### config.mk
export PLATFORM = sky130hd
export DESIGN_NAME = go_back_n_sender_unit
export DESIGN_NICKNAME = d
export VERILOG_FILES = /design/src/hdl/gbn_pkg.sv /design/src/hdl/gbn_front.sv /design/src/hdl/gbn_back.sv /design/src/hdl/go_back_n_sender_unit.sv
export SDC_FILE = /design/constraint.sdc
export NUM_CORES = 1
export LEC_CHECK = 0
export BUFFER_PORTS_ARGS = -buffer_cell sky130_fd_sc_hd__buf_2
export CORE_MARGIN = 1.5
export CORE_UTILIZATION = 57
export CTS_BUF_LIST = sky130_fd_sc_hd__clkbuf_16
export DETAILED_ROUTE_END_ITERATION = 6
export PLACE_DENSITY = 0.74
export SLEW_MARGIN = 5
export SYNTH_ARGS = -nofsm -noshare
export SYNTH_HDL_FRONTEND = slang
export SYNTH_SLANG_ARGS = --single-unit
export TNS_END_PERCENT = 30
### constraint.sdc
create_clock -name clk -period 17.9 [get_ports clk]
set_input_delay 2.685 -clock clk [delete_from_list [all_inputs] [get_ports clk]]
set_output_delay 2.685 -clock clk [all_outputs]
set_load 0.01 [all_outputs]
### src/hdl/gbn_pkg.sv
// Shared types and constants for the go-back-N sender.
// Used by gbn_front, gbn_back and go_back_n_sender_unit; no dependencies.
package gbn_pkg;

  localparam int WINDOW_MAX    = 8;
  localparam int PENDING_DEPTH = 16;

  localparam int DATA_W  = 16;
  localparam int WSIZE_W = 7;
  localparam int TOUT_W  = 16;

  localparam logic [WSIZE_W-1:0] WINDOW_SIZE_RST   = 7'd8;
  localparam logic [TOUT_W-1:0]  TIMEOUT_TICKS_RST = 16'd20;

  // Input opcodes
  localparam logic [1:0] OP_MSG  = 2'd0;
  localparam logic [1:0] OP_ACK  = 2'd1;
  localparam logic [1:0] OP_TICK = 2'd2;

  // Result kinds
  localparam logic [1:0] KIND_NEW     = 2'd0;
  localparam logic [1:0] KIND_RETX    = 2'd1;
  localparam logic [1:0] KIND_QUEUED  = 2'd2;
  localparam logic [1:0] KIND_DROPPED = 2'd3;

  // Register indexes on the configuration port
  localparam logic REG_WINDOW_SIZE   = 1'b0;
  localparam logic REG_TIMEOUT_TICKS = 1'b1;

  typedef enum logic [1:0] {
    CMD_MSG,
    CMD_ACK,
    CMD_TICK
  } gbn_cmd_t;

  typedef struct packed {
    gbn_cmd_t          cmd;
    logic [DATA_W-1:0] data;   // payload handle or acknowledgement number
  } gbn_entry_t;

  typedef struct packed {
    logic [WSIZE_W-1:0] window_size;
    logic [TOUT_W-1:0]  timeout_ticks;
  } gbn_cfg_t;

endpackage

### src/hdl/gbn_front.sv
// Front end of the go-back-N sender: accepts input transactions, drops those
// with no effect, and queues the rest as commands. Depends on gbn_pkg.
module gbn_front (
  input  logic                      clk,
  input  logic                      rst,
  input  logic                      in_valid,
  output logic                      in_stall,
  input  logic [1:0]                opcode,
  input  logic [gbn_pkg::DATA_W-1:0] payload_handle,
  input  logic [gbn_pkg::DATA_W-1:0] ack_number,
  input  logic                      checksum_ok,
  output logic                      q_valid,
  output gbn_pkg::gbn_entry_t       q_head,
  input  logic                      q_pop
);

  localparam int QDEPTH = 2;

  gbn_pkg::gbn_entry_t q_mem [QDEPTH];
  logic       wr_ptr;
  logic       rd_ptr;
  logic [1:0] q_count;

  gbn_pkg::gbn_entry_t entry;
  logic                keep;
  logic                push;
  logic                pop;

  always_comb begin
    keep       = 1'b0;
    entry.cmd  = gbn_pkg::CMD_MSG;
    entry.data = payload_handle;
    unique case (opcode)
      gbn_pkg::OP_MSG: begin
        keep = 1'b1;
      end
      gbn_pkg::OP_ACK: begin
        // a corrupt acknowledgement never reaches the back end
        keep       = checksum_ok;
        entry.cmd  = gbn_pkg::CMD_ACK;
        entry.data = ack_number;
      end
      gbn_pkg::OP_TICK: begin
        keep      = 1'b1;
        entry.cmd = gbn_pkg::CMD_TICK;
      end
      default: begin
        keep = 1'b0;
      end
    endcase
  end

  assign in_stall = (q_count == 2'(QDEPTH));
  assign push     = in_valid && !in_stall && keep;
  assign q_valid  = (q_count != 2'd0);
  assign pop      = q_pop && q_valid;
  assign q_head   = q_mem[rd_ptr];

  always_ff @(posedge clk) begin
    if (rst) begin
      wr_ptr  <= 1'b0;
      rd_ptr  <= 1'b0;
      q_count <= 2'd0;
    end else begin
      if (push) begin
        q_mem[wr_ptr] <= entry;
        wr_ptr        <= ~wr_ptr;
      end
      if (pop) begin
        rd_ptr <= ~rd_ptr;
      end
      case ({push, pop})
        2'b10:   q_count <= q_count + 2'd1;
        2'b01:   q_count <= q_count - 2'd1;
        default: q_count <= q_count;
      endcase
    end
  end

endmodule

### src/hdl/gbn_back.sv
// Back end of the go-back-N sender: window state, window buffer, pending
// FIFO, retransmission timer and the result register. Depends on gbn_pkg.
module gbn_back (
  input  logic                      clk,
  input  logic                      rst,
  input  gbn_pkg::gbn_cfg_t         cfg,
  input  logic                      q_valid,
  input  gbn_pkg::gbn_entry_t       q_head,
  output logic                      q_pop,
  output logic                      out_valid,
  input  logic                      out_stall,
  output logic [1:0]                kind,
  output logic [gbn_pkg::DATA_W-1:0] seq_number,
  output logic [gbn_pkg::DATA_W-1:0] payload_out,
  output logic                      last
);

  localparam int DW     = gbn_pkg::DATA_W;
  localparam int SLOT_W = (gbn_pkg::WINDOW_MAX > 1) ? $clog2(gbn_pkg::WINDOW_MAX) : 1;
  localparam int EFF_W  = $clog2(gbn_pkg::WINDOW_MAX + 1);
  localparam int PTR_W  = (gbn_pkg::PENDING_DEPTH > 1) ? $clog2(gbn_pkg::PENDING_DEPTH) : 1;
  localparam int PCNT_W = $clog2(gbn_pkg::PENDING_DEPTH + 1);

  typedef enum logic [1:0] {
    S_IDLE,
    S_DRAIN,
    S_RETX
  } state_t;

  // base + off where base < WINDOW_MAX and off <= WINDOW_MAX
  function automatic logic [SLOT_W-1:0] slot_add(logic [SLOT_W-1:0] b, logic [SLOT_W:0] off);
    logic [SLOT_W+1:0] s;
    s = {2'b00, b} + {1'b0, off};
    if (s >= (SLOT_W+2)'(gbn_pkg::WINDOW_MAX)) begin
      s = s - (SLOT_W+2)'(gbn_pkg::WINDOW_MAX);
    end
    return s[SLOT_W-1:0];
  endfunction

  // ptr + cnt where ptr < PENDING_DEPTH and cnt <= PENDING_DEPTH
  function automatic logic [PTR_W-1:0] ptr_add(logic [PTR_W-1:0] p, logic [PCNT_W-1:0] c);
    logic [PCNT_W+1:0] s;
    s = (PCNT_W+2)'(p) + (PCNT_W+2)'(c);
    if (s >= (PCNT_W+2)'(gbn_pkg::PENDING_DEPTH)) begin
      s = s - (PCNT_W+2)'(gbn_pkg::PENDING_DEPTH);
    end
    return s[PTR_W-1:0];
  endfunction

  state_t             state;
  logic [DW-1:0]      window_base;
  logic [DW-1:0]      next_sequence;
  logic [SLOT_W-1:0]  base_slot;
  logic [DW-1:0]      window_buffer [gbn_pkg::WINDOW_MAX];
  logic [DW-1:0]      pending_fifo [gbn_pkg::PENDING_DEPTH];
  logic [PCNT_W-1:0]  pending_count;
  logic [PTR_W-1:0]   pending_read_pointer;
  logic [DW-1:0]      timer_count;
  logic               timer_running;
  logic [SLOT_W:0]    retx_idx;

  logic [DW-1:0]      outs;
  logic [EFF_W-1:0]   eff;
  logic [DW-1:0]      eff_wide;
  logic               room;
  logic               out_free;
  logic [DW-1:0]      adv;
  logic               ack_ok;
  logic [DW:0]        tick_cnt;
  logic [DW-1:0]      limit;
  logic               expire;
  logic               drain_go;
  logic               drain_last;
  logic               retx_last;
  logic [DW-1:0]      pend_head;

  logic               emit;
  logic [1:0]         e_kind;
  logic [DW-1:0]      e_seq;
  logic [DW-1:0]      e_pay;
  logic               e_last;
  logic               do_send;
  logic [DW-1:0]      send_handle;
  logic               do_queue;
  logic               do_unqueue;

  always_comb begin
    if (cfg.window_size == '0) begin
      eff = EFF_W'(1);
    end else if (cfg.window_size > gbn_pkg::WSIZE_W'(gbn_pkg::WINDOW_MAX)) begin
      eff = EFF_W'(gbn_pkg::WINDOW_MAX);
    end else begin
      eff = EFF_W'(cfg.window_size);
    end
  end

  assign outs       = next_sequence - window_base;
  assign eff_wide   = DW'(eff);
  assign room       = outs < eff_wide;
  assign out_free   = !out_valid || !out_stall;
  assign adv        = q_head.data + DW'(1) - window_base;
  assign ack_ok     = (adv != '0) && (adv <= outs);
  assign tick_cnt   = {1'b0, timer_count} + (DW+1)'(1);
  assign limit      = (cfg.timeout_ticks == '0) ? DW'(1) : cfg.timeout_ticks;
  assign expire     = tick_cnt >= {1'b0, limit};
  assign drain_go   = room && (pending_count != '0);
  assign drain_last = ((outs + DW'(1)) >= eff_wide) || (pending_count == PCNT_W'(1));
  assign retx_last  = (DW'(retx_idx) + DW'(1)) == outs;
  assign pend_head  = pending_fifo[pending_read_pointer];
  assign q_pop      = (state == S_IDLE) && q_valid && out_free;

  always_comb begin
    emit        = 1'b0;
    e_kind      = gbn_pkg::KIND_NEW;
    e_seq       = next_sequence;
    e_pay       = q_head.data;
    e_last      = 1'b1;
    do_send     = 1'b0;
    send_handle = q_head.data;
    do_queue    = 1'b0;
    do_unqueue  = 1'b0;
    unique case (state)
      S_IDLE: begin
        if (q_pop && (q_head.cmd == gbn_pkg::CMD_MSG)) begin
          emit = 1'b1;
          if (room) begin
            do_send = 1'b1;
          end else if (pending_count < PCNT_W'(gbn_pkg::PENDING_DEPTH)) begin
            do_queue = 1'b1;
            e_kind   = gbn_pkg::KIND_QUEUED;
            e_seq    = '0;
          end else begin
            e_kind = gbn_pkg::KIND_DROPPED;
            e_seq  = '0;
          end
        end
      end
      S_DRAIN: begin
        if (drain_go && out_free) begin
          emit        = 1'b1;
          do_send     = 1'b1;
          do_unqueue  = 1'b1;
          send_handle = pend_head;
          e_pay       = pend_head;
          e_last      = drain_last;
        end
      end
      S_RETX: begin
        if (out_free) begin
          emit   = 1'b1;
          e_kind = gbn_pkg::KIND_RETX;
          e_seq  = window_base + DW'(retx_idx);
          e_pay  = window_buffer[slot_add(base_slot, retx_idx)];
          e_last = retx_last;
        end
      end
      default: begin
        emit = 1'b0;
      end
    endcase
  end

  always_ff @(posedge clk) begin
    if (rst) begin
      state                <= S_IDLE;
      window_base          <= '0;
      next_sequence        <= '0;
      base_slot            <= '0;
      pending_count        <= '0;
      pending_read_pointer <= '0;
      timer_count          <= '0;
      timer_running        <= 1'b0;
      retx_idx             <= '0;
      out_valid            <= 1'b0;
    end else begin
      if (out_valid && !out_stall) begin
        out_valid <= 1'b0;
      end
      if (emit) begin
        out_valid   <= 1'b1;
        kind        <= e_kind;
        seq_number  <= e_seq;
        payload_out <= e_pay;
        last        <= e_last;
      end

      if (do_send) begin
        window_buffer[slot_add(base_slot, outs[SLOT_W:0])] <= send_handle;
        next_sequence <= next_sequence + DW'(1);
        if (outs == '0) begin
          timer_running <= 1'b1;
          timer_count   <= '0;
        end
      end

      if (do_queue) begin
        pending_fifo[ptr_add(pending_read_pointer, pending_count)] <= q_head.data;
        pending_count <= pending_count + PCNT_W'(1);
      end

      if (do_unqueue) begin
        pending_count <= pending_count - PCNT_W'(1);
        if (pending_read_pointer == PTR_W'(gbn_pkg::PENDING_DEPTH - 1)) begin
          pending_read_pointer <= '0;
        end else begin
          pending_read_pointer <= pending_read_pointer + PTR_W'(1);
        end
      end

      unique case (state)
        S_IDLE: begin
          if (q_pop) begin
            case (q_head.cmd)
              gbn_pkg::CMD_ACK: begin
                if (ack_ok) begin
                  window_base   <= window_base + adv;
                  base_slot     <= slot_add(base_slot, adv[SLOT_W:0]);
                  // restart the timer only if packets remain outstanding
                  timer_running <= (outs != adv);
                  timer_count   <= '0;
                  state         <= S_DRAIN;
                end
              end
              gbn_pkg::CMD_TICK: begin
                if (timer_running) begin
                  if (expire) begin
                    timer_count <= '0;
                    if (outs == '0) begin
                      timer_running <= 1'b0;
                    end else begin
                      retx_idx <= '0;
                      state    <= S_RETX;
                    end
                  end else begin
                    timer_count <= tick_cnt[DW-1:0];
                  end
                end
              end
              default: begin
              end
            endcase
          end
        end
        S_DRAIN: begin
          if (!drain_go || (out_free && drain_last)) begin
            state <= S_IDLE;
          end
        end
        S_RETX: begin
          if (out_free) begin
            retx_idx <= retx_idx + (SLOT_W+1)'(1);
            if (retx_last) begin
              state <= S_IDLE;
            end
          end
        end
        default: begin
          state <= S_IDLE;
        end
      endcase
    end
  end

endmodule

### src/hdl/go_back_n_sender_unit.sv
// Top level of the go-back-N sender: configuration registers on the APB-style
// port, front end (gbn_front) and back end (gbn_back). Depends on gbn_pkg.
//
//  channel  direction  handshake                      payload
//  in       into unit  in_valid / in_stall            opcode, payload_handle,
//                                                     ack_number, checksum_ok
//  out      from unit  out_valid / out_stall          kind, seq_number,
//                                                     payload_out, last
//  cfg      into unit  psel, penable, pwrite, pready  paddr, pwdata, prdata
//
// The back end handles one command at a time through its single result register:
// a message, a dropped acknowledgement or a tick that does not expire gives at
// most one result; a valid acknowledgement then sends queued messages while the
// window has room, and an expiring tick resends every outstanding packet (up to
// the window, eight by default). A two-entry command queue lets the input side
// run ahead. Synchronous reset clears all control state; the window buffer and
// pending FIFO hold no reset value. Stalls on the output hold the back end while
// the front keeps accepting until its queue fills.
module go_back_n_sender_unit (
  input  logic                      clk,
  input  logic                      rst,
  input  logic                      psel,
  input  logic                      penable,
  input  logic                      pwrite,
  input  logic [2:0]                paddr,
  input  logic [31:0]               pwdata,
  output logic [31:0]               prdata,
  output logic                      pready,
  input  logic                      in_valid,
  output logic                      in_stall,
  input  logic [1:0]                opcode,
  input  logic [gbn_pkg::DATA_W-1:0] payload_handle,
  input  logic [gbn_pkg::DATA_W-1:0] ack_number,
  input  logic                      checksum_ok,
  output logic                      out_valid,
  input  logic                      out_stall,
  output logic [1:0]                kind,
  output logic [gbn_pkg::DATA_W-1:0] seq_number,
  output logic [gbn_pkg::DATA_W-1:0] payload_out,
  output logic                      last
);

  gbn_pkg::gbn_cfg_t   cfg;
  gbn_pkg::gbn_entry_t q_head;
  logic                q_valid;
  logic                q_pop;
  logic                wr_en;

  assign pready = 1'b1;
  assign wr_en  = psel && penable && pwrite;

  always_comb begin
    case (paddr[2])
      gbn_pkg::REG_WINDOW_SIZE:   prdata = 32'(cfg.window_size);
      gbn_pkg::REG_TIMEOUT_TICKS: prdata = 32'(cfg.timeout_ticks);
      default:                    prdata = '0;
    endcase
  end

  always_ff @(posedge clk) begin
    if (rst) begin
      cfg.window_size   <= gbn_pkg::WINDOW_SIZE_RST;
      cfg.timeout_ticks <= gbn_pkg::TIMEOUT_TICKS_RST;
    end else if (wr_en) begin
      case (paddr[2])
        gbn_pkg::REG_WINDOW_SIZE:   cfg.window_size   <= pwdata[gbn_pkg::WSIZE_W-1:0];
        gbn_pkg::REG_TIMEOUT_TICKS: cfg.timeout_ticks <= pwdata[gbn_pkg::TOUT_W-1:0];
        default: begin
        end
      endcase
    end
  end

  gbn_front u_front (
    .clk            (clk),
    .rst            (rst),
    .in_valid       (in_valid),
    .in_stall       (in_stall),
    .opcode         (opcode),
    .payload_handle (payload_handle),
    .ack_number     (ack_number),
    .checksum_ok    (checksum_ok),
    .q_valid        (q_valid),
    .q_head         (q_head),
    .q_pop          (q_pop)
  );

  gbn_back u_back (
    .clk         (clk),
    .rst         (rst),
    .cfg         (cfg),
    .q_valid     (q_valid),
    .q_head      (q_head),
    .q_pop       (q_pop),
    .out_valid   (out_valid),
    .out_stall   (out_stall),
    .kind        (kind),
    .seq_number  (seq_number),
    .payload_out (payload_out),
    .last        (last)
  );

endmodule

==> metrics.yaml, run 1 <==
clocking:
  clock_path_buffers: 3
  cts-htree-levels: 2
  cts_tree: "done"
  clock_pin_slew_reported_for_the_worst_setup_and_hold_paths_after_clock_tree_synthesis_ns: 0.06
  post-cts-setup-buffers: 0
  cts-hold-fix-buffers: 0
  source_to_sink_clock_delay_at_the_later_pin_of_the_worst_skew_pair_ns: 0.64
  cts.sinks: 555
  post_cts_resize_count: 0
  cts_buffers: 55
  cts_root_buf: "sky130_fd_sc_hd__clkbuf_16"
sta:
  timing_hold_violations_final: 0
  setup_violations: 0
  final.hold.worst_slack_ns: 0.483
  rsz0062_at_grt: "no"
  worst_clock_skew_on_the_final_layout_ns: 0.0441
  max_freq_ghz: 0.142
  post-route-period-util_pct: 39.2
  timing.final.crit_period_ns: 7.02
  final-max-slew-violation-count: 0
  slew_headroom_pct: 17.1
  actual_transition_at_the_worst_max_transition_pin_ns: 1.24
  final.setup.tns_ns: 0
place:
  post_dp_cell_area_sq_um: 28700
  dp_cells: 2740
  dp_hpwl_um: 42600
  finalWeightedCongestion: 0.945
  port_buffers: 111
global_routing:
  number_of_global_route_vias_before_repair: 17600
  grt_pass1_wl_um: 98700
  global_route.overflow_total: 0
  grt_max_degree: 64
  initial_antenna_violation_count: 1
  grt_usage_pct: 26.4
synthesis:
  yosys.cell_count.top_type: "sky130_fd_sc_hd__edfxtp_1"
  synth_top_family_by_area: "multiplexers"
  synth_cell_type_count: 89
  yosys_warnings: 0
  syn-cell-area_sq_um: 27300
  synth.top_cell.area_share_pct: 50.0
  yosys.area_share.adder_pct: 6.31
  number_of_flops_mapped_to_enable_cells_by_yosys: 455
  seq_area_frac_synth_pct: 57.3
  post_synth_xor_area_fraction_pct: 3.01
  number_of_register_bits_inferred_by_synthesis: 555
  netlist_top_cells_count: "455 x sky130_fd_sc_hd__edfxtp_1, 153 x sky130_fd_sc_hd__nor2_1, 133 x sky130_fd_sc_hd__nand2_1, 125 x sky130_fd_sc_hd__ha_1, 101 x sky130_fd_sc_hd__a21oi_1"
  avgSynthCellArea_sq_um: 13.3
  synthFlopType: "sky130_fd_sc_hd__edfxtp_1"
  synthCells: 2056
  synth_top_area_cell: "sky130_fd_sc_hd__edfxtp_1"
  synth_compound_gate_area_share_pct: 8.95
  ys_top_cells_by_area: "sky130_fd_sc_hd__edfxtp_1 50%, sky130_fd_sc_hd__mux4_2 7.9%, sky130_fd_sc_hd__dfxtp_1 7.3%"
  muxShareOfSynthArea_pct: 12.6
  async_flop_share_pct: 0
  synth_simple_gate_area_share_pct: 8.80
worst_setup_path:
  path_cells: "buf_4 -> mux2i_1 -> inv_1 -> ha_1 -> ha_1 -> o21ai_1 -> o21bai_1 -> a2111o_1 -> a41oi_1 -> nor4_1 -> nor3b_1 -> inv_1 -> ha_1 -> nand3_1 -> nor2_1 -> nand4_1 -> or3b_4 -> a21boi_1 -> or4b_4 -> or3_1 -> a21oi_1"
  critPathMaxStageDelay_ns: 0.75
  timing.critical_path.fanout_max: 31
  crit_top_cell: "sky130_fd_sc_hd__ha_1"
  setup.worst_path.end_class: "register"
  crit_arrival_ns: 7.55
  path_delay_family: "simple AND/OR/NAND/NOR gates"
  worstSetupStartpointType: "register"
  worstSetupPathType: "register to register"
  crit_path_top_delay_cell: "sky130_fd_sc_hd__or4b_4"
  buffers_plus_inverters_on_the_worst_setup_path: 3
  cp_data_required_time_ns: 18.43
flow_run:
  maxCapViolCount: 0
detailed_routing:
  drt_pre_antenna_iters: 7
  detail_route.drc_violations: 3
  total_wirelength_um: 64900
  postRouteAntennaNets: 0
  routedWlPerCell_um: 22.8
  route.vias.total: 17500
  via_per_inst: 6.15
  drt_iter0_markers: 1585
layout:
  layout_area_overhead_pct: 11.2
  final_net_count: 2392
  instances_no_fill: 2842
  fillCellCount: 3471
  antenna_cells: 0
  fraction_of_layout_cells_with_a_size_suffix_above_1_pct: 18.8
  final_area_sq_um: 30400
  layout.core_utilization_pct: 63.9
worst_hold_path:
  holdCritPathClass: "register to register"
power_and_ir_drop:
  ir_worst_vdd_v: 0.000295
  p_leak_nw: 10.9
  power_density_nw_per_um2: 180
die:
  die_y_um: 222
  top_level_ports: 147
  initial_utilization_pct: 57.5
  placement_rows: 80
  design.core.area_sq_um: 47500
  die-width_um: 222
  dieArea_sq_um: 49300
run_status:
  violated_checks: "design-rule violations"
  outcome: "finished, violations left"
==> power breakdown <==
group	internal [mW]	total (mW)	switching, mW
Combinational	1.03	2.78	1.75
Sequential	1.53	1.57	0.0418
Clock	0.620	1.12	0.502
==> area by class of cell <==
type	count	area [sq um]	share of cell area, %
timing repair buffer	153	871	2.87
inverter	94	353	1.16
clock buffer	55	1380	4.53
clock inverter	47	367	1.21
sequential	555	15700	51.6
multi-input combinational	1323	11000	36.2
tap	615	769	2.53
==> tightest hold or removal path: cells and delay by family, from the launching register on <==
| family | cells | cell delay (ns) |
|---|---|---|
| compound gates | 1 | 0.06 |
| flops | 1 | 0.32 |
| simple gates | 1 | 0.06 |
==> cells in the final DEF, fill, tap and decap left out, types with 9 or more instances in the layout <==
| master | n |
|---|---|
| sky130_fd_sc_hd__clkinv_2 | 15 |
| sky130_fd_sc_hd__inv_1 | 102 |
| sky130_fd_sc_hd__mux4_2 | 96 |
| sky130_fd_sc_hd__buf_4 | 42 |
| sky130_fd_sc_hd__o22ai_1 | 9 |
| sky130_fd_sc_hd__a21o_1 | 26 |
| sky130_fd_sc_hd__a22o_1 | 10 |
| sky130_fd_sc_hd__a21oi_1 | 101 |
| sky130_fd_sc_hd__mux2_2 | 53 |
| sky130_fd_sc_hd__clkbuf_16 | 55 |
| sky130_fd_sc_hd__and3_1 | 9 |
| sky130_fd_sc_hd__nand2_1 | 133 |
| sky130_fd_sc_hd__nor3_1 | 25 |
| sky130_fd_sc_hd__xnor2_1 | 55 |
| sky130_fd_sc_hd__o2bb2ai_1 | 10 |
| sky130_fd_sc_hd__nor2_1 | 153 |
| sky130_fd_sc_hd__xor2_1 | 36 |
| sky130_fd_sc_hd__o211ai_1 | 10 |
| sky130_fd_sc_hd__a211oi_1 | 15 |
| sky130_fd_sc_hd__ha_1 | 124 |
| sky130_fd_sc_hd__or3_1 | 25 |
| sky130_fd_sc_hd__dfxtp_1 | 97 |
| sky130_fd_sc_hd__nand3_1 | 42 |
| sky130_fd_sc_hd__clkinv_1 | 10 |
| sky130_fd_sc_hd__nand4_1 | 21 |
| sky130_fd_sc_hd__buf_2 | 111 |
| sky130_fd_sc_hd__mux2i_1 | 64 |
| sky130_fd_sc_hd__edfxtp_1 | 455 |
| sky130_fd_sc_hd__conb_1 | 17 |
| sky130_fd_sc_hd__a32o_1 | 11 |
| sky130_fd_sc_hd__o21ai_0 | 84 |
| sky130_fd_sc_hd__o21a_1 | 11 |
| sky130_fd_sc_hd__nor4_1 | 9 |
| sky130_fd_sc_hd__nor2b_1 | 24 |
| sky130_fd_sc_hd__nand2b_1 | 11 |
==> logic make-up after synthesis <==
logic type | count (synthesis)
flip-flops | 555
buffers and inverters | 193
adder cells (fa/ha/maj) | 133
multiplexers | 217
AO/OA/AOI/OAI | 369
AND/OR/NAND/NOR | 494
other | 2
XOR/XNOR | 93
==> worst paths after layout <==
check / from / endpoint / slack (ns) / cells after the start
worst max-delay path: register / u_back.window_base[15]$_SDFFE_PP0P_ / 10.88 / 21
worst min-delay path: cfg[8]$_SDFFE_PP0P_ / cfg[8]$_SDFFE_PP0P_ / 0.48 / 2
worst max register to register: register / u_back.window_base[15]$_SDFFE_PP0P_ / 10.88 / 21
worst min register to register: cfg[8]$_SDFFE_PP0P_ / cfg[8]$_SDFFE_PP0P_ / 0.48 / 2
==> flip-flops by register name, indices dropped and copies added, names as in the netlist, 2 cells and up, named ones only <==
name,flops
u_front.q_count,2
u_back.window_base,16
u_back.window_buffer,128
u_back.state,2
u_back.pending_count,5
cfg,23
u_back.pending_fifo,256
u_front.q_mem,36
u_back.timer_count,16
u_back.base_slot,3
u_back.seq_number,16
u_back.kind,2
u_back.next_sequence,16
u_back.payload_out,16
u_back.retx_idx,4
u_back.pending_read_pointer,4
==> metal layers <==
layer	vias to the layer above	wire (um)	GRT usage, %
met4	0	2340	10.7
li1	8066	-	-
met5	-	0	0
met1	8669	25800	33.5
met3	117	4230	4.53
met2	623	32500	45.4
==> through the flow <==
step | setup WS (ns) | power, mW
6_report | 10.88 | 5.47
5_1_grt | 10.53 | 5.81
4_1_cts | 10.97 | 5.47
3_5_place_dp | 11.07 | 4.34
3_3_place_gp | 11.22 | 4.27
2_1_floorplan | 11.36 | 3.61
No activity file was read; power rests on OpenSTA's default activity.
==> run 2, diff against run 1 <==
--- a/config.mk
+++ b/config.mk
@@ -5,12 +5,13 @@
 export SDC_FILE = /design/constraint.sdc
 export NUM_CORES = 1
 export LEC_CHECK = 0
+export ABC_AREA = 1
 export BUFFER_PORTS_ARGS = -buffer_cell sky130_fd_sc_hd__buf_2
 export CORE_MARGIN = 1.5
-export CORE_UTILIZATION = 57
+export CORE_UTILIZATION = 56
 export CTS_BUF_LIST = sky130_fd_sc_hd__clkbuf_16
 export DETAILED_ROUTE_END_ITERATION = 6
-export PLACE_DENSITY = 0.74
+export PLACE_DENSITY = 0.76
 export SLEW_MARGIN = 5
 export SYNTH_ARGS = -nofsm -noshare
 export SYNTH_HDL_FRONTEND = slang
==> constraint.sdc (replaced) <==
create_clock -name clk -period 6 [get_ports clk]
set_input_delay 0.9 -clock clk [delete_from_list [all_inputs] [get_ports clk]]
set_output_delay 0.9 -clock clk [all_outputs]
set_load 0.01 [all_outputs]
==> run 2 against run 1 <==
Against the previous run:
- the run now ends clean
- clock skew shrank 0.016 ns
- routed wire length is 14% higher
- sequential cell count did not move
- hold slack got worse by 0.0080 ns
- register-to-register slack got worse by 10 ns
==> metrics.yaml, run 2 <==
worst_setup_path:
  worstSetupPathType: "register to register"  # unchanged
  worst_r2r_path_depth: 27  # was 21
  worstSetupStartpointType: "register"  # unchanged
  r2r_slack_ns: 0.73  # was 10.88 ns
  crit_arrival_ns: 5.81  # was 7.55 ns
  cp_data_required_time_ns: 6.54  # was 18.43 ns
  timing.critical_path.fanout_max: 26  # was 31
  setup.worst_path.end_class: "register"  # unchanged
  crit-reg2reg-capture: "u_back.window_base[2]$_SDFFE_PP0P_"  # was u_back.window_base[15]$_SDFFE_PP0P_
layout:
  instances_no_fill: 3825  # was 2,842
  antenna_cells: 0  # unchanged
  max_flop_register: "u_back.pending_fifo"  # unchanged
  mostFrequentLayoutCells: "517 x sky130_fd_sc_hd__nand2_1, 455 x sky130_fd_sc_hd__edfxtp_1, 363 x sky130_fd_sc_hd__inv_1"  # was 455 x sky130_fd_sc_hd__edfxtp_1, 153 x sky130_fd_sc_hd__nor2_1, 133 x sky130_fd_sc_hd__nand2_1
  final_net_count: 3318  # was 2,392
  fraction_of_layout_cells_with_a_size_suffix_above_1_pct: 9.80  # was 18.8%
  number_of_flip_flops_in_the_largest_register: 256  # unchanged
  mostFrequentLayoutCell: "sky130_fd_sc_hd__nand2_1"  # was sky130_fd_sc_hd__edfxtp_1
  final_area_sq_um: 31800  # was 30,400 sq um
  layout_area_overhead_pct: 10.8  # was 11.2%
clocking:
  cts.sinks: 555  # unchanged
  source_to_sink_clock_delay_at_the_later_pin_of_the_worst_skew_pair_ns: 0.63  # was 0.64 ns
  clock_path_buffers: 3  # unchanged
  cts_tree: "done"  # unchanged
  post-cts-setup-buffers: 0  # unchanged
  cts_root_buf: "sky130_fd_sc_hd__clkbuf_16"  # unchanged
  clock_pin_slew_reported_for_the_worst_setup_and_hold_paths_after_clock_tree_synthesis_ns: 0.06  # about the same
  cts-hold-fix-buffers: 0  # unchanged
  cts-htree-levels: 2  # unchanged
  cts_buffers: 55  # unchanged
  post_cts_resize_count: 0  # unchanged
worst_hold_path:
  holdCritPathClass: "register to register"  # unchanged
  hold_path_endpoint: "cfg[20]$_SDFFE_PP0P_"  # was cfg[8]$_SDFFE_PP0P_
  min_from: "cfg[20]$_SDFFE_PP0P_"  # was cfg[8]$_SDFFE_PP0P_
  worst_hold_path.num_cells: 2  # unchanged
place:
  dpl_worst_slack_ns: 0.864  # was 11.07 ns
  port_buffers: 111  # unchanged
  post_dp_cell_area_sq_um: 30000  # was 28,700 sq um
  dp_hpwl_um: 50200  # was 42,600 um
  finalWeightedCongestion: 0.938  # was 0.945
  dp_cells: 3723  # was 2,740
synthesis:
  async_flop_share_pct: 0  # unchanged
  synthFlopType: "sky130_fd_sc_hd__edfxtp_1"  # unchanged
  synth.top_cell.area_share_pct: 47.7  # was 50.0%
  yosys_warnings: 0  # unchanged
  netlist_top_cells_count: "517 x sky130_fd_sc_hd__nand2_1, 455 x sky130_fd_sc_hd__edfxtp_1, 352 x sky130_fd_sc_hd__inv_1, 308 x sky130_fd_sc_hd__o21ai_0, 232 x sky130_fd_sc_hd__a21oi_1"  # was 455 x sky130_fd_sc_hd__edfxtp_1, 153 x sky130_fd_sc_hd__nor2_1, 133 x sky130_fd_sc_hd__nand2_1, 125 x sky130_fd_sc_hd__ha_1, 101 x sky130_fd_sc_hd__a21oi_1
  syn-cell-area_sq_um: 28700  # was 27,300 sq um
  avgSynthCellArea_sq_um: 9.56  # was 13.3 sq um
  yosys.cell_count.top_type: "sky130_fd_sc_hd__nand2_1"  # was sky130_fd_sc_hd__edfxtp_1
  synth_cell_type_count: 60  # was 89
  seq_area_frac_synth_pct: 54.7  # was 57.3%
  number_of_flops_mapped_to_enable_cells_by_yosys: 455  # unchanged
  synth_top_area_cell: "sky130_fd_sc_hd__edfxtp_1"  # unchanged
  ys_top_cells_by_area: "sky130_fd_sc_hd__edfxtp_1 48%, sky130_fd_sc_hd__dfxtp_1 7.0%, sky130_fd_sc_hd__nand2_1 6.8%"  # was sky130_fd_sc_hd__edfxtp_1 50%, sky130_fd_sc_hd__mux4_2 7.9%, sky130_fd_sc_hd__dfxtp_1 7.3%
  number_of_register_bits_inferred_by_synthesis: 555  # unchanged
  synthCells: 2998  # was 2,056
sta:
  final-max-slew-violation-count: 0  # unchanged
  timing.final.crit_period_ns: 5.27  # was 7.02 ns
  actual_transition_at_the_worst_max_transition_pin_ns: 1.21  # was 1.24 ns
  final.setup.tns_ns: 0  # unchanged
  worst_clock_skew_on_the_final_layout_ns: 0.0283  # was 0.0441 ns
  timing_hold_violations_final: 0  # unchanged
  post-route-period-util_pct: 87.8  # was 39.2%
  rsz0062_at_grt: "no"  # unchanged
  max_freq_ghz: 0.190  # was 0.142 GHz
  finalWorstSetupSlack_ns: 0.729  # was 10.88 ns
  slew_headroom_pct: 19.0  # was 17.1%
  setup_violations: 0  # unchanged
global_routing:
  grt_max_degree: 121  # was 64
  grt_pass1_wl_um: 113000  # was 98,700 um
  initial_antenna_violation_count: 0  # was 1
  number_of_global_route_vias_before_repair: 21100  # was 17,600
  global_route.overflow_total: 0  # unchanged
  grt_usage_pct: 27.6  # was 26.4%
die:
  initial_utilization_pct: 56.9  # was 57.5%
  placement_rows: 82  # was 80
  die-width_um: 229  # was 222 um
  die_y_um: 229  # was 222 um
  design.core.area_sq_um: 50400  # was 47,500 sq um
  dieArea_sq_um: 52500  # was 49,300 sq um
  top_level_ports: 147  # unchanged
detailed_routing:
  via_per_inst: 5.86  # was 6.15
  routedWlPerCell_um: 19.3  # was 22.8 um
  total_wirelength_um: 73800  # was 64,900 um
  postRouteAntennaNets: 0  # unchanged
  detail_route.drc_violations: 0  # was 3
  drt_pre_antenna_iters: 6  # was 7
  drt_iter0_markers: 2591  # was 1,585
  route.vias.total: 22400  # was 17,500
power_and_ir_drop:
  internal-power_mw: 9.77  # was 3.18 mW
  net-switching-power_mw: 8.61  # was 2.29 mW
  power_density_nw_per_um2: 579  # was 180 nW/um^2
  share_comb_of_total_power_pct: 54.5  # was 50.8%
  ir_worst_vdd_v: 0.000679  # was 0.000295 V
  power.share.switching_pct: 46.8  # was 41.9%
  power.sequential.fraction_pct: 26.9  # was 28.7%
  part_of_the_total_power_dissipated_in_the_clock_network_pct: 18.6  # was 20.5%
  p_leak_nw: 12.6  # was 10.9 nW
  total_power_mw: 18.4  # was 5.47 mW
run_status:
  outcome: "completed"  # was finished, violations left
flow_run:
  maxCapViolCount: 0  # unchanged
==> run 2: cell count changes after synthesis, moves of 53 or more <==
cell and change:
sky130_fd_sc_hd__a21oi_1 +131, sky130_fd_sc_hd__inv_1 +260, sky130_fd_sc_hd__mux2_2 -53, sky130_fd_sc_hd__mux4_2 -96, sky130_fd_sc_hd__nand2_1 +384, sky130_fd_sc_hd__nand3_1 +106, sky130_fd_sc_hd__nor2_1 +77, sky130_fd_sc_hd__o21ai_0 +224
==> run 2: worst max-delay path by stage <==
stage / from / to / slack, ns / cells after the start
after floorplan: u_back.next_sequence[0]$_SDFFE_PP0N_ / u_back.kind[0]$_DFFE_PP_ / 1.41 / 19
after global placement: register / u_back.window_base[14]$_SDFFE_PP0P_ / 0.96 / 26
after detailed placement: register / u_back.timer_count[2]$_SDFF_PP0_ / 0.86 / 28
after CTS: register / u_back.window_base[2]$_SDFFE_PP0P_ / 0.82 / 26
after global routing: register / u_back.window_base[11]$_SDFFE_PP0P_ / 0.24 / 29
final: register / u_back.window_base[2]$_SDFFE_PP0P_ / 0.73 / 27
==> run 2: area by class of cell <==
| class | count | area, sq um |
|---|---|---|
| clock buffer | 55 | 1380 |
| tap | 672 | 841 |
| clock inverter | 47 | 420 |
| fill | 3982 | 18600 |
| sequential | 555 | 15700 |
| multi-input combinational | 1964 | 11100 |
| timing repair buffer | 171 | 1020 |
| inverter | 361 | 1360 |
==> run 2: per-layer routing <==
metal,part of all wire (%),global-route usage [%],routed length [um],up-vias
li1,-,-,-,10600
met2,47,45.9,35000,1065
met1,41,37.7,30500,10700
met5,0,0,0,-
met3,8.6,4.35,6380,129
met4,2.6,7.79,1900,0
==> run 2: kinds of logic after synthesis <==
logic type,Yosys count,share of synthesized area (%)
compound gates,688,13.4
flops,555,54.7
fa+ha+maj,133,6.02
xor+xnor,56,1.71
mux,60,2.10
buf+inv,494,6.93
other cells,2,0.0262
simple gates,1010,15.1
==> run 2: critical path: stages, from the launching register on <==
cell and delay (ns):
sky130_fd_sc_hd__dfxtp_1 0.59, sky130_fd_sc_hd__buf_4 0.35, sky130_fd_sc_hd__nand2_1 0.08, sky130_fd_sc_hd__o21ai_0 0.24, sky130_fd_sc_hd__inv_1 0.16, sky130_fd_sc_hd__ha_1 0.33
sky130_fd_sc_hd__ha_1 0.37, sky130_fd_sc_hd__a21oi_1 0.27, sky130_fd_sc_hd__nor2_1 0.09, sky130_fd_sc_hd__nor2_1 0.13, sky130_fd_sc_hd__nand2_1 0.09, sky130_fd_sc_hd__nand3_1 0.07
sky130_fd_sc_hd__o211ai_1 0.10, sky130_fd_sc_hd__xor2_1 0.30, sky130_fd_sc_hd__inv_1 0.08, sky130_fd_sc_hd__ha_1 0.30, sky130_fd_sc_hd__nand2_1 0.07, sky130_fd_sc_hd__inv_1 0.05
sky130_fd_sc_hd__nand3_1 0.09, sky130_fd_sc_hd__nor2_1 0.14, sky130_fd_sc_hd__nand3_1 0.18, sky130_fd_sc_hd__nand2_1 0.11, sky130_fd_sc_hd__nand2_1 0.16, sky130_fd_sc_hd__nor2_1 0.20
sky130_fd_sc_hd__nand2_2 0.28, sky130_fd_sc_hd__nand2_1 0.15, sky130_fd_sc_hd__nand2_1 0.06, sky130_fd_sc_hd__a21oi_1 0.13
==> run 2: through the flow <==
step	hold slack, ns	utilization, %
2_1_floorplan	0.440	-
3_3_place_gp	0.450	59.5
3_5_place_dp	0.468	59.5
4_1_cts	0.479	63.0
5_1_grt	0.499	63.0
6_report	0.475	63.0
==> run 2: power groups by stage <==
stage               Combinational (mW)  Sequential [mW]  Clock, mW
floorplan                         7.20             4.97          0
global placement                  9.48             5.01          0
detailed placement                9.79             5.02          0
CTS                               9.87             4.94       3.45
global route                      11.2             4.97       3.60
finish                            10.0             4.95       3.42
